===== config.mk =====
export PLATFORM = sky130hd
export DESIGN_NAME = scalar_kalman_filter
export DESIGN_NICKNAME = d
export VERILOG_FILES = /design/src/rtl/skf_pkg.sv /design/src/rtl/scalar_kalman_filter.sv /design/src/rtl/skf_div.sv /design/src/rtl/skf_datapath.sv /design/src/rtl/skf_ctrl.sv
export SDC_FILE = /design/constraint.sdc
export NUM_CORES = 2
export LEC_CHECK = 0
export ABC_AREA = 1
export BUFFER_PORTS_ARGS = -buffer_cell sky130_fd_sc_hd__clkbuf_2
export CAP_MARGIN = 20
export CORE_ASPECT_RATIO = 0.7
export CORE_MARGIN = 1.5
export CORE_UTILIZATION = 61
export DETAILED_ROUTE_END_ITERATION = 6
export PLACE_DENSITY = 0.78
export SYNTH_ARGS = -nofsm -noshare
export SYNTH_HDL_FRONTEND = slang
export SYNTH_HIERARCHICAL = 1
export SYNTH_SLANG_ARGS = --single-unit
export TNS_END_PERCENT = 20

===== constraint.sdc =====
create_clock -name i_clk -period 17.3 [get_ports i_clk]
set_input_delay 1.73 -clock i_clk [delete_from_list [all_inputs] [get_ports i_clk]]
set_output_delay 1.73 -clock i_clk [all_outputs]
set_load 0.01 [all_outputs]

===== src/rtl/skf_pkg.sv =====
`default_nettype none

package skf_pkg;

    // Field widths
    localparam int DATA_W     = 32;
    localparam int GAIN_W     = 17;
    localparam int GAIN_SHIFT = 16;
    localparam int CFG_IDX_W  = 2;

    // Gain of exactly one in Q1.16
    localparam logic [GAIN_W-1:0] GAIN_ONE = 17'h10000;

    // Quotient bits produced by the divider, one per step
    localparam int DIV_STEPS = GAIN_W;
    localparam int DIV_CNT_W = $clog2(DIV_STEPS);

    // Configuration register indexes
    localparam logic [CFG_IDX_W-1:0] CFG_PROCESS_NOISE      = 2'd0;
    localparam logic [CFG_IDX_W-1:0] CFG_MEASUREMENT_NOISE  = 2'd1;
    localparam logic [CFG_IDX_W-1:0] CFG_INITIAL_COVARIANCE = 2'd2;
    localparam logic [CFG_IDX_W-1:0] CFG_INITIAL_ESTIMATE   = 2'd3;

    // Configuration reset values (Q16.16)
    localparam logic [DATA_W-1:0] RST_PROCESS_NOISE      = 32'd131072;
    localparam logic [DATA_W-1:0] RST_MEASUREMENT_NOISE  = 32'd655360;
    localparam logic [DATA_W-1:0] RST_INITIAL_COVARIANCE = 32'd0;
    localparam logic [DATA_W-1:0] RST_INITIAL_ESTIMATE   = 32'd0;

    // Input request payload
    typedef struct packed {
        logic signed [DATA_W-1:0] sample;
        logic                     first_of_run;
        logic                     last_of_run;
    } t_skf_in;

    // Output request payload
    typedef struct packed {
        logic signed [DATA_W-1:0] estimate;
        logic [GAIN_W-1:0]        gain;
        logic                     fault;
        logic                     run_end;
    } t_skf_out;

    // Controller to datapath commands
    typedef struct packed {
        logic load;
        logic div_start;
        logic take_gain;
        logic multiply;
        logic commit;
    } t_skf_cmd;

    // Datapath to controller status
    typedef struct packed {
        logic div_done;
    } t_skf_sts;

endpackage

`default_nettype wire


===== src/rtl/scalar_kalman_filter.sv =====
// One-dimensional Kalman filter in fixed point. Each sample request yields one
// result request carrying the new estimate (signed Q16.16), the gain used
// (Q1.16, 65536 = 1.0), a sticky fault flag and an echo of last_of_run. A
// request with first_of_run set reloads estimate and covariance from the
// initial_* registers and clears the fault flag before it is processed.
// Covariance overflow, a zero gain denominator or an estimate clamp set the
// fault flag. The block works on one sample at a time; the gain comes from
// a bit-serial divider. Each sample passes through these steps in order:
// accepting and loading the sample, starting the divider, handing over its
// quotient, capturing the gain and innovation, forming both products in the
// multiply step, and writing the update once the output register is free.
// A finished result waits in an output register while the next sample runs.
// Configuration registers may be written only while the block is idle.
`default_nettype none

module scalar_kalman_filter (
    input  wire logic                            i_clk,
    input  wire logic                            i_rst_n,
    input  wire logic                            i_in_valid,
    output logic                                 o_in_ready,
    input  wire skf_pkg::t_skf_in                i_in,
    output logic                                 o_out_valid,
    input  wire logic                            i_out_ready,
    output skf_pkg::t_skf_out                    o_out,
    input  wire logic                            i_cfg_we,
    input  wire logic [skf_pkg::CFG_IDX_W-1:0]   i_cfg_index,
    input  wire logic [skf_pkg::DATA_W-1:0]      i_cfg_data
);
    import skf_pkg::*;

    t_skf_cmd cmd;
    t_skf_sts sts;

    skf_ctrl u_ctrl (
        .i_clk       (i_clk),
        .i_rst_n     (i_rst_n),
        .i_in_valid  (i_in_valid),
        .o_in_ready  (o_in_ready),
        .o_out_valid (o_out_valid),
        .i_out_ready (i_out_ready),
        .o_cmd       (cmd),
        .i_sts       (sts)
    );

    skf_datapath u_datapath (
        .i_clk       (i_clk),
        .i_rst_n     (i_rst_n),
        .i_cmd       (cmd),
        .o_sts       (sts),
        .i_in        (i_in),
        .i_cfg_we    (i_cfg_we),
        .i_cfg_index (i_cfg_index),
        .i_cfg_data  (i_cfg_data),
        .o_result    (o_out)
    );

endmodule

`default_nettype wire


===== src/rtl/skf_div.sv =====
`default_nettype none

// Restoring divider: floor(p1 * 2^16 / den), one quotient bit per cycle.
// The quotient never exceeds 2^16, so only the low 17 bits are developed.
module skf_div (
    input  wire logic                            i_clk,
    input  wire logic                            i_rst_n,
    input  wire logic                            i_start,
    input  wire logic [skf_pkg::DATA_W-1:0]      i_p1,
    input  wire logic [skf_pkg::DATA_W:0]        i_den,
    output logic                                 o_done,
    output logic [skf_pkg::GAIN_W-1:0]           o_quotient
);
    import skf_pkg::*;

    logic                 r_busy;
    logic                 r_done;
    logic [DIV_CNT_W-1:0] r_cnt;
    logic [DATA_W:0]      r_rem;
    logic [DATA_W:0]      r_den;
    logic [GAIN_W-1:0]    r_bits;
    logic [GAIN_W-1:0]    r_quo;

    logic [DATA_W+1:0]    trial;
    logic [DATA_W+1:0]    trial_sub;
    logic                 ge;

    // One trial subtraction
    assign trial     = {r_rem, r_bits[GAIN_W-1]};
    assign trial_sub = trial - {1'b0, r_den};
    assign ge        = (trial >= {1'b0, r_den});

    // Control
    always_ff @(posedge i_clk) begin
        if (!i_rst_n) begin
            r_busy <= 1'b0;
            r_done <= 1'b0;
            r_cnt  <= '0;
        end else begin
            r_done <= 1'b0;
            if (i_start) begin
                r_busy <= 1'b1;
                r_cnt  <= DIV_CNT_W'(DIV_STEPS - 1);
            end else if (r_busy) begin
                r_cnt <= r_cnt - 1'b1;
                if (r_cnt == '0) begin
                    r_busy <= 1'b0;
                    r_done <= 1'b1;
                end
            end
        end
    end

    // Remainder and quotient
    always_ff @(posedge i_clk) begin
        if (i_start) begin
            // dividend bits above the quotient window start the remainder
            r_rem  <= {1'b0, i_p1[DATA_W-1:1]};
            r_bits <= {i_p1[0], {(GAIN_W-1){1'b0}}};
            r_den  <= i_den;
            r_quo  <= '0;
        end else if (r_busy) begin
            r_rem  <= ge ? trial_sub[DATA_W:0] : trial[DATA_W:0];
            r_bits <= {r_bits[GAIN_W-2:0], 1'b0};
            r_quo  <= {r_quo[GAIN_W-2:0], ge};
        end
    end

    assign o_done     = r_done;
    assign o_quotient = r_quo;

endmodule

`default_nettype wire


===== src/rtl/skf_datapath.sv =====
`default_nettype none

module skf_datapath (
    input  wire logic                            i_clk,
    input  wire logic                            i_rst_n,
    input  wire skf_pkg::t_skf_cmd               i_cmd,
    output skf_pkg::t_skf_sts                    o_sts,
    input  wire skf_pkg::t_skf_in                i_in,
    input  wire logic                            i_cfg_we,
    input  wire logic [skf_pkg::CFG_IDX_W-1:0]   i_cfg_index,
    input  wire logic [skf_pkg::DATA_W-1:0]      i_cfg_data,
    output skf_pkg::t_skf_out                    o_result
);
    import skf_pkg::*;

    // Configuration
    logic [DATA_W-1:0]        r_q;
    logic [DATA_W-1:0]        r_r;
    logic [DATA_W-1:0]        r_init_cov;
    logic signed [DATA_W-1:0] r_init_est;

    // Filter state
    logic signed [DATA_W-1:0] r_x;
    logic [DATA_W-1:0]        r_p;
    logic                     r_fault;

    // Per-request working registers
    logic signed [DATA_W-1:0] r_sample;
    logic                     r_last;
    logic [DATA_W-1:0]        r_p1;
    logic                     r_den_zero;
    logic [GAIN_W-1:0]        r_k;
    logic signed [DATA_W:0]   r_diff;
    logic signed [DATA_W+GAIN_W+1:0] r_prod_x;
    logic [DATA_W+GAIN_W-1:0] r_prod_p;
    t_skf_out                 r_out;

    logic signed [DATA_W-1:0] x_start;
    logic [DATA_W-1:0]        p_start;
    logic                     f_start;
    logic [DATA_W:0]          p_sum;
    logic [DATA_W-1:0]        p1_sat;
    logic [DATA_W:0]          den;
    logic                     div_done;
    logic [GAIN_W-1:0]        div_quo;
    logic signed [GAIN_W:0]   k_signed;
    logic [GAIN_W-1:0]        k_comp;
    logic signed [DATA_W+2:0] corr;
    logic signed [DATA_W+2:0] xn;
    logic                     xn_hi;
    logic                     xn_lo;
    logic signed [DATA_W-1:0] xn_sat;
    logic                     fault_new;

    // Configuration writes
    always_ff @(posedge i_clk) begin
        if (!i_rst_n) begin
            r_q        <= RST_PROCESS_NOISE;
            r_r        <= RST_MEASUREMENT_NOISE;
            r_init_cov <= RST_INITIAL_COVARIANCE;
            r_init_est <= RST_INITIAL_ESTIMATE;
        end else if (i_cfg_we) begin
            unique case (i_cfg_index)
                CFG_PROCESS_NOISE:      r_q        <= i_cfg_data;
                CFG_MEASUREMENT_NOISE:  r_r        <= i_cfg_data;
                CFG_INITIAL_COVARIANCE: r_init_cov <= i_cfg_data;
                CFG_INITIAL_ESTIMATE:   r_init_est <= i_cfg_data;
                default: ;
            endcase
        end
    end

    // Start of run reload and predicted covariance, saturating
    assign x_start = i_in.first_of_run ? r_init_est : r_x;
    assign p_start = i_in.first_of_run ? r_init_cov : r_p;
    assign f_start = i_in.first_of_run ? 1'b0 : r_fault;
    assign p_sum   = {1'b0, p_start} + {1'b0, r_q};
    assign p1_sat  = p_sum[DATA_W] ? '1 : p_sum[DATA_W-1:0];

    // Gain denominator
    assign den = {1'b0, r_p1} + {1'b0, r_r};

    skf_div u_div (
        .i_clk      (i_clk),
        .i_rst_n    (i_rst_n),
        .i_start    (i_cmd.div_start),
        .i_p1       (r_p1),
        .i_den      (den),
        .o_done     (div_done),
        .o_quotient (div_quo)
    );

    assign o_sts.div_done = div_done;

    // Multiplier operands
    assign k_signed = {1'b0, r_k};
    assign k_comp   = GAIN_ONE - r_k;

    // Estimate update: floor shift, then clamp to 32-bit signed
    assign corr      = r_prod_x[DATA_W+GAIN_W+1:GAIN_SHIFT];
    assign xn        = {{3{r_x[DATA_W-1]}}, r_x} + corr;
    assign xn_hi     = !xn[DATA_W+2] && (xn[DATA_W+1:DATA_W-1] != 3'b000);
    assign xn_lo     = xn[DATA_W+2] && (xn[DATA_W+1:DATA_W-1] != 3'b111);
    assign xn_sat    = xn_hi ? {1'b0, {(DATA_W-1){1'b1}}} :
                       xn_lo ? {1'b1, {(DATA_W-1){1'b0}}} : xn[DATA_W-1:0];
    assign fault_new = r_fault | xn_hi | xn_lo;

    // Filter state
    always_ff @(posedge i_clk) begin
        if (!i_rst_n) begin
            r_x     <= '0;
            r_p     <= '0;
            r_fault <= 1'b0;
        end else if (i_cmd.load) begin
            r_x     <= x_start;
            r_fault <= f_start | p_sum[DATA_W];
        end else if (i_cmd.take_gain) begin
            r_fault <= r_fault | r_den_zero;
        end else if (i_cmd.commit) begin
            r_x     <= xn_sat;
            r_p     <= r_prod_p[DATA_W+GAIN_SHIFT-1:GAIN_SHIFT];
            r_fault <= fault_new;
        end
    end

    // Working registers
    always_ff @(posedge i_clk) begin
        if (i_cmd.load) begin
            r_sample   <= i_in.sample;
            r_last     <= i_in.last_of_run;
            r_p1       <= p1_sat;
            r_den_zero <= (p1_sat == '0) && (r_r == '0);
        end
        if (i_cmd.take_gain) begin
            r_k    <= r_den_zero ? '0 : div_quo;
            r_diff <= {r_sample[DATA_W-1], r_sample} - {r_x[DATA_W-1], r_x};
        end
        if (i_cmd.multiply) begin
            r_prod_x <= k_signed * r_diff;
            r_prod_p <= k_comp * r_p1;
        end
        if (i_cmd.commit) begin
            r_out.estimate <= xn_sat;
            r_out.gain     <= r_k;
            r_out.fault    <= fault_new;
            r_out.run_end  <= r_last;
        end
    end

    assign o_result = r_out;

    // Checks
    a_gain_range: assert property (@(posedge i_clk) disable iff (!i_rst_n)
        i_cmd.commit |=> (r_out.gain <= GAIN_ONE))
        else $error("gain above one");

    a_zero_den_fault: assert property (@(posedge i_clk) disable iff (!i_rst_n)
        (i_cmd.commit && r_den_zero) |=> (r_out.fault && r_out.gain == '0))
        else $error("zero divisor not flagged");

    a_cov_shrinks: assert property (@(posedge i_clk) disable iff (!i_rst_n)
        i_cmd.commit |=> (r_p <= $past(r_p1)))
        else $error("covariance grew in update");

endmodule

`default_nettype wire


===== src/rtl/skf_ctrl.sv =====
`default_nettype none

module skf_ctrl (
    input  wire logic                i_clk,
    input  wire logic                i_rst_n,
    input  wire logic                i_in_valid,
    output logic                     o_in_ready,
    output logic                     o_out_valid,
    input  wire logic                i_out_ready,
    output skf_pkg::t_skf_cmd        o_cmd,
    input  wire skf_pkg::t_skf_sts   i_sts
);
    import skf_pkg::*;

    localparam logic [2:0] S_IDLE  = 3'd0;
    localparam logic [2:0] S_START = 3'd1;
    localparam logic [2:0] S_DIV   = 3'd2;
    localparam logic [2:0] S_GAIN  = 3'd3;
    localparam logic [2:0] S_MUL   = 3'd4;
    localparam logic [2:0] S_WRITE = 3'd5;

    logic [2:0] r_state;
    logic [2:0] n_state;
    logic       r_out_valid;
    logic       n_out_valid;
    logic       out_free;

    assign out_free = !r_out_valid || i_out_ready;

    // Next state and commands
    always_comb begin
        n_state = r_state;
        o_cmd   = '0;
        unique case (r_state)
            S_IDLE: begin
                if (i_in_valid) begin
                    o_cmd.load = 1'b1;
                    n_state    = S_START;
                end
            end
            S_START: begin
                o_cmd.div_start = 1'b1;
                n_state         = S_DIV;
            end
            S_DIV: begin
                if (i_sts.div_done) begin
                    n_state = S_GAIN;
                end
            end
            S_GAIN: begin
                o_cmd.take_gain = 1'b1;
                n_state         = S_MUL;
            end
            S_MUL: begin
                o_cmd.multiply = 1'b1;
                n_state        = S_WRITE;
            end
            S_WRITE: begin
                if (out_free) begin
                    o_cmd.commit = 1'b1;
                    n_state      = S_IDLE;
                end
            end
            default: begin
                n_state = S_IDLE;
            end
        endcase
    end

    // Output register valid
    always_comb begin
        if (o_cmd.commit) begin
            n_out_valid = 1'b1;
        end else if (i_out_ready) begin
            n_out_valid = 1'b0;
        end else begin
            n_out_valid = r_out_valid;
        end
    end

    always_ff @(posedge i_clk) begin
        if (!i_rst_n) begin
            r_state     <= S_IDLE;
            r_out_valid <= 1'b0;
        end else begin
            r_state     <= n_state;
            r_out_valid <= n_out_valid;
        end
    end

    assign o_in_ready  = (r_state == S_IDLE);
    assign o_out_valid = r_out_valid;

    // Checks
    a_div_done_in_div: assert property (@(posedge i_clk) disable iff (!i_rst_n)
        i_sts.div_done |-> (r_state == S_DIV))
        else $error("divider done outside divide state");

    a_result_from_write: assert property (@(posedge i_clk) disable iff (!i_rst_n)
        $rose(r_out_valid) |-> ($past(r_state) == S_WRITE))
        else $error("result appeared without a commit");

    a_no_overwrite: assert property (@(posedge i_clk) disable iff (!i_rst_n)
        (r_state == S_WRITE && r_out_valid && !i_out_ready) |=> (r_state == S_WRITE))
        else $error("pending result overwritten");

endmodule

`default_nettype wire


==> run metrics <==
Layout area overhead 5.53%; cell count after synthesis 8296; ANT nets after route 0; drt via density roughly 5.7; most frequent cell after synthesis inv_1; status finished, final reports clean; initial antenna violation count 12; Post-synth ARST share 0%; share of the synthesized area in the top cell type around 30%; Synth Area in Compound Gates 8.50%; Global Route Usage Sum 38.5%; Worst EP required ~18 ns; setup TNS 0 ns; Core Area roughly 110000 µm²; routed wire length approximately 210000 µm; cell mode on critical path nand2_1; Clock Sinks roughly 520; hpwl dp 169000 µm; Die Span Y 278 µm; TritonCTS clock tree built; DRT Pass-1 Iters 7; top post-synthesis cells by area fa_1 (30%), edfxtp_1 (14%), inv_1 (11%), nand2_1 (11%), ha_1 (7.6%); slew margin rel. 14.0%; adder-cell share of the synthesized area a little under two fifths; crit path time final 8.99 ns; Clock Path Buffers 3; Post-Syn Area between 60000 and 70000 µm²; starting density of the core 61.6%; first-pass GRT wire length around 320000 µm; grt total ovfl 0; EDFF count, synth 299; worst slew pin tran 1.29 ns; Worst setup EP type register; Slew Limit Fails 0; Top-Level Pins roughly 130; post-cts gate resize count 0; most common library cells after synthesis inv_1 (1897), nand2_1 (1871), fa_1 (985); number of hold buffers added after CTS 0; Clock transition at path regs around 0.060 ns; Final Hold Viols 0; Die W about 400 µm; share of layout cells above drive strength 1 5.02%; Seq/Total Area, Yosys about a fifth; Setup Skew 0.0590 ns; Worst-Skew Late Latency approximately 0.68 ns; post-synth net total 9754; part of the cycle the worst path needs ~52%; pin count of the biggest net entering global routing ~110; Cell variety after synth 63; Vias about 55k; Wirelength per Cell about 21 µm; Main synth FF type edfxtp_1; Synth Area in Simple Gates between 10% and 20%; max-cap violations 0; Site Rows 100; CP max stage cell o21ai_0; Worst Hold Class register to register; CTS buffer count 57; clock root cell clkbuf_16; RSZ-0062 raised after global routing false; warnings from Yosys 6; Highest Clock Rate 111 MHz; Seq cells post-synth between 500 and 600; DRC errors left 0; syn avg cell area between 7 and 8 µm²; CP Max Fanout 28; I/O Buffers roughly 130; number of global-route vias before repair ~55k; Crit Path Category register to register; depth of the CTS H-tree 2; die area around 110000 µm²; initial drt markers 6727; Final nets a little under 10k; Critical Path AT roughly 9.4 ns; fillers 9358; Startpoint Class register; max incr delay on CP approximately 0.67 ns; XOR/XNOR share of the synthesized area under 10%; Post-CTS Setup Bufs 0; mux cell area share after synthesis 0%; GP Congestion a little over 1; Synth area leader fa_1; final setup fails 0; main combinational cell family by area after synthesis adder cells
==> final timing paths <==
kind / from / to / slack, ns / cells past startpoint
min reg2reg: u_datapath/r_last / u_datapath/o_result[0] / 0.45 / 0
max reg2reg: u_datapath/r_k[3] / u_datapath/r_prod_p[43] / 8.31 / 34
min: u_datapath/r_last / u_datapath/o_result[0] / 0.45 / 0
max: u_datapath/r_k[3] / u_datapath/r_prod_p[43] / 8.31 / 34
==> layout make-up <==
class	count	area, µm²	share of cell area [%]
Timing Repair Buffer	205	1260	1.82
Clock inverter	31	220	0.318
Antenna cell	2	5.00	0.00722
Inverter	1923	7220	10.4
Sequential cell	522	13400	19.4
Tap cell	1428	1790	2.58
Clock buffer	77	1610	2.32
Multi-Input combinational cell	5535	43800	63.2
==> logic make-up (layout without fill, tap and decap cells) <==
| group | count (synthesis) | count (layout) |
|---|---|---|
| AOI/OAI and AO/OA | 1018 | 1018 |
| xor gates and xnor gates | 194 | 194 |
| adders and majority gates | 1385 | 1385 |
| buffers and inverters | 2239 | 2236 |
| DFF | 522 | 522 |
| other | 0 | 2 |
| and+or+nand+nor | 2938 | 2938 |
==> registers in the layout, indices dropped and copies added, names as in the netlist, 3 cells and up <==
register / flops
u_datapath/u_div/r_cnt: 5
u_datapath/r_q: 32
u_datapath/r_x: 32
u_datapath/r_init_cov: 32
u_datapath/r_r: 32
u_datapath/u_div/o_quotient: 17
u_datapath/o_result: 51
u_datapath/u_div/r_rem: 33
u_datapath/r_p1: 32
u_datapath/r_sample: 32
u_datapath/u_div/r_den: 33
u_ctrl/r_state: 3
u_datapath/r_prod_x: 35
u_datapath/r_k: 17
u_datapath/r_p: 32
u_datapath/r_diff: 33
u_datapath/r_prod_p: 32
u_datapath/r_init_est: 32
==> metal layers <==
| layer | track usage, % | wire length (µm) |
|---|---|---|
| met5 | 0 | 57 |
| met4 | 10.9 | 6490 |
| met3 | 11.8 | 30000 |
| met2 | 53.1 | 82700 |
| met1 | 58.0 | 89200 |
==> placed cells by master, fill, tap and decap left out, drive strengths merged, types with 7 or more instances in the layout <==
master | synthesis | layout
a211oi | 7 | 7
a21boi | 13 | 13
a21o | 12 | 12
a21oi | 469 | 469
a31oi | 49 | 49
buf | 43 | 80
clkbuf | 273 | 202
clkinv | 6 | 32
dfxtp | 223 | 223
edfxtp | 299 | 299
fa | 985 | 985
ha | 400 | 400
inv | 1917 | 1921
nand2 | 1896 | 1896
nand3 | 158 | 158
nand4 | 38 | 38
nor2 | 742 | 742
nor3 | 49 | 49
nor4 | 9 | 9
o211ai | 14 | 14
o21a | 19 | 19
o21ai | 371 | 371
o21bai | 29 | 29
o22ai | 14 | 14
or2 | 25 | 25
xnor2 | 89 | 89
xor2 | 105 | 105
==> worst max-delay path: cells and delay by family (launching register included) <==
family	cells	cell delay, ns
AO/OA/AOI/OAI	6	1.46
XOR/XNOR	1	0.06
adder cells (fa/ha/maj)	7	3.27
buffers and inverters	6	1.24
flip-flops	1	0.51
AND/OR/NAND/NOR	14	2.09
==> stage by stage <==
stage / setup WS (ns) / hold slack, ns / area (µm²) / std cells / utilization [%]
after global placement: 8.77 / 0.405 / 67400 / 9609 / 63.3
after detailed placement: 8.69 / 0.416 / 67400 / 9609 / 63.3
after floorplan: 9.29 / 0.400 / 65700 / 8296 / -
final: 8.31 / 0.446 / 69300 / 9723 / 65.0
after CTS: 8.58 / 0.439 / 69300 / 9717 / 65.0
after global routing: 7.95 / 0.450 / 69300 / 9721 / 65.0
Power is not shown: default switching activity piles up to over one toggle a cycle in this logic, so the estimate is an artifact.
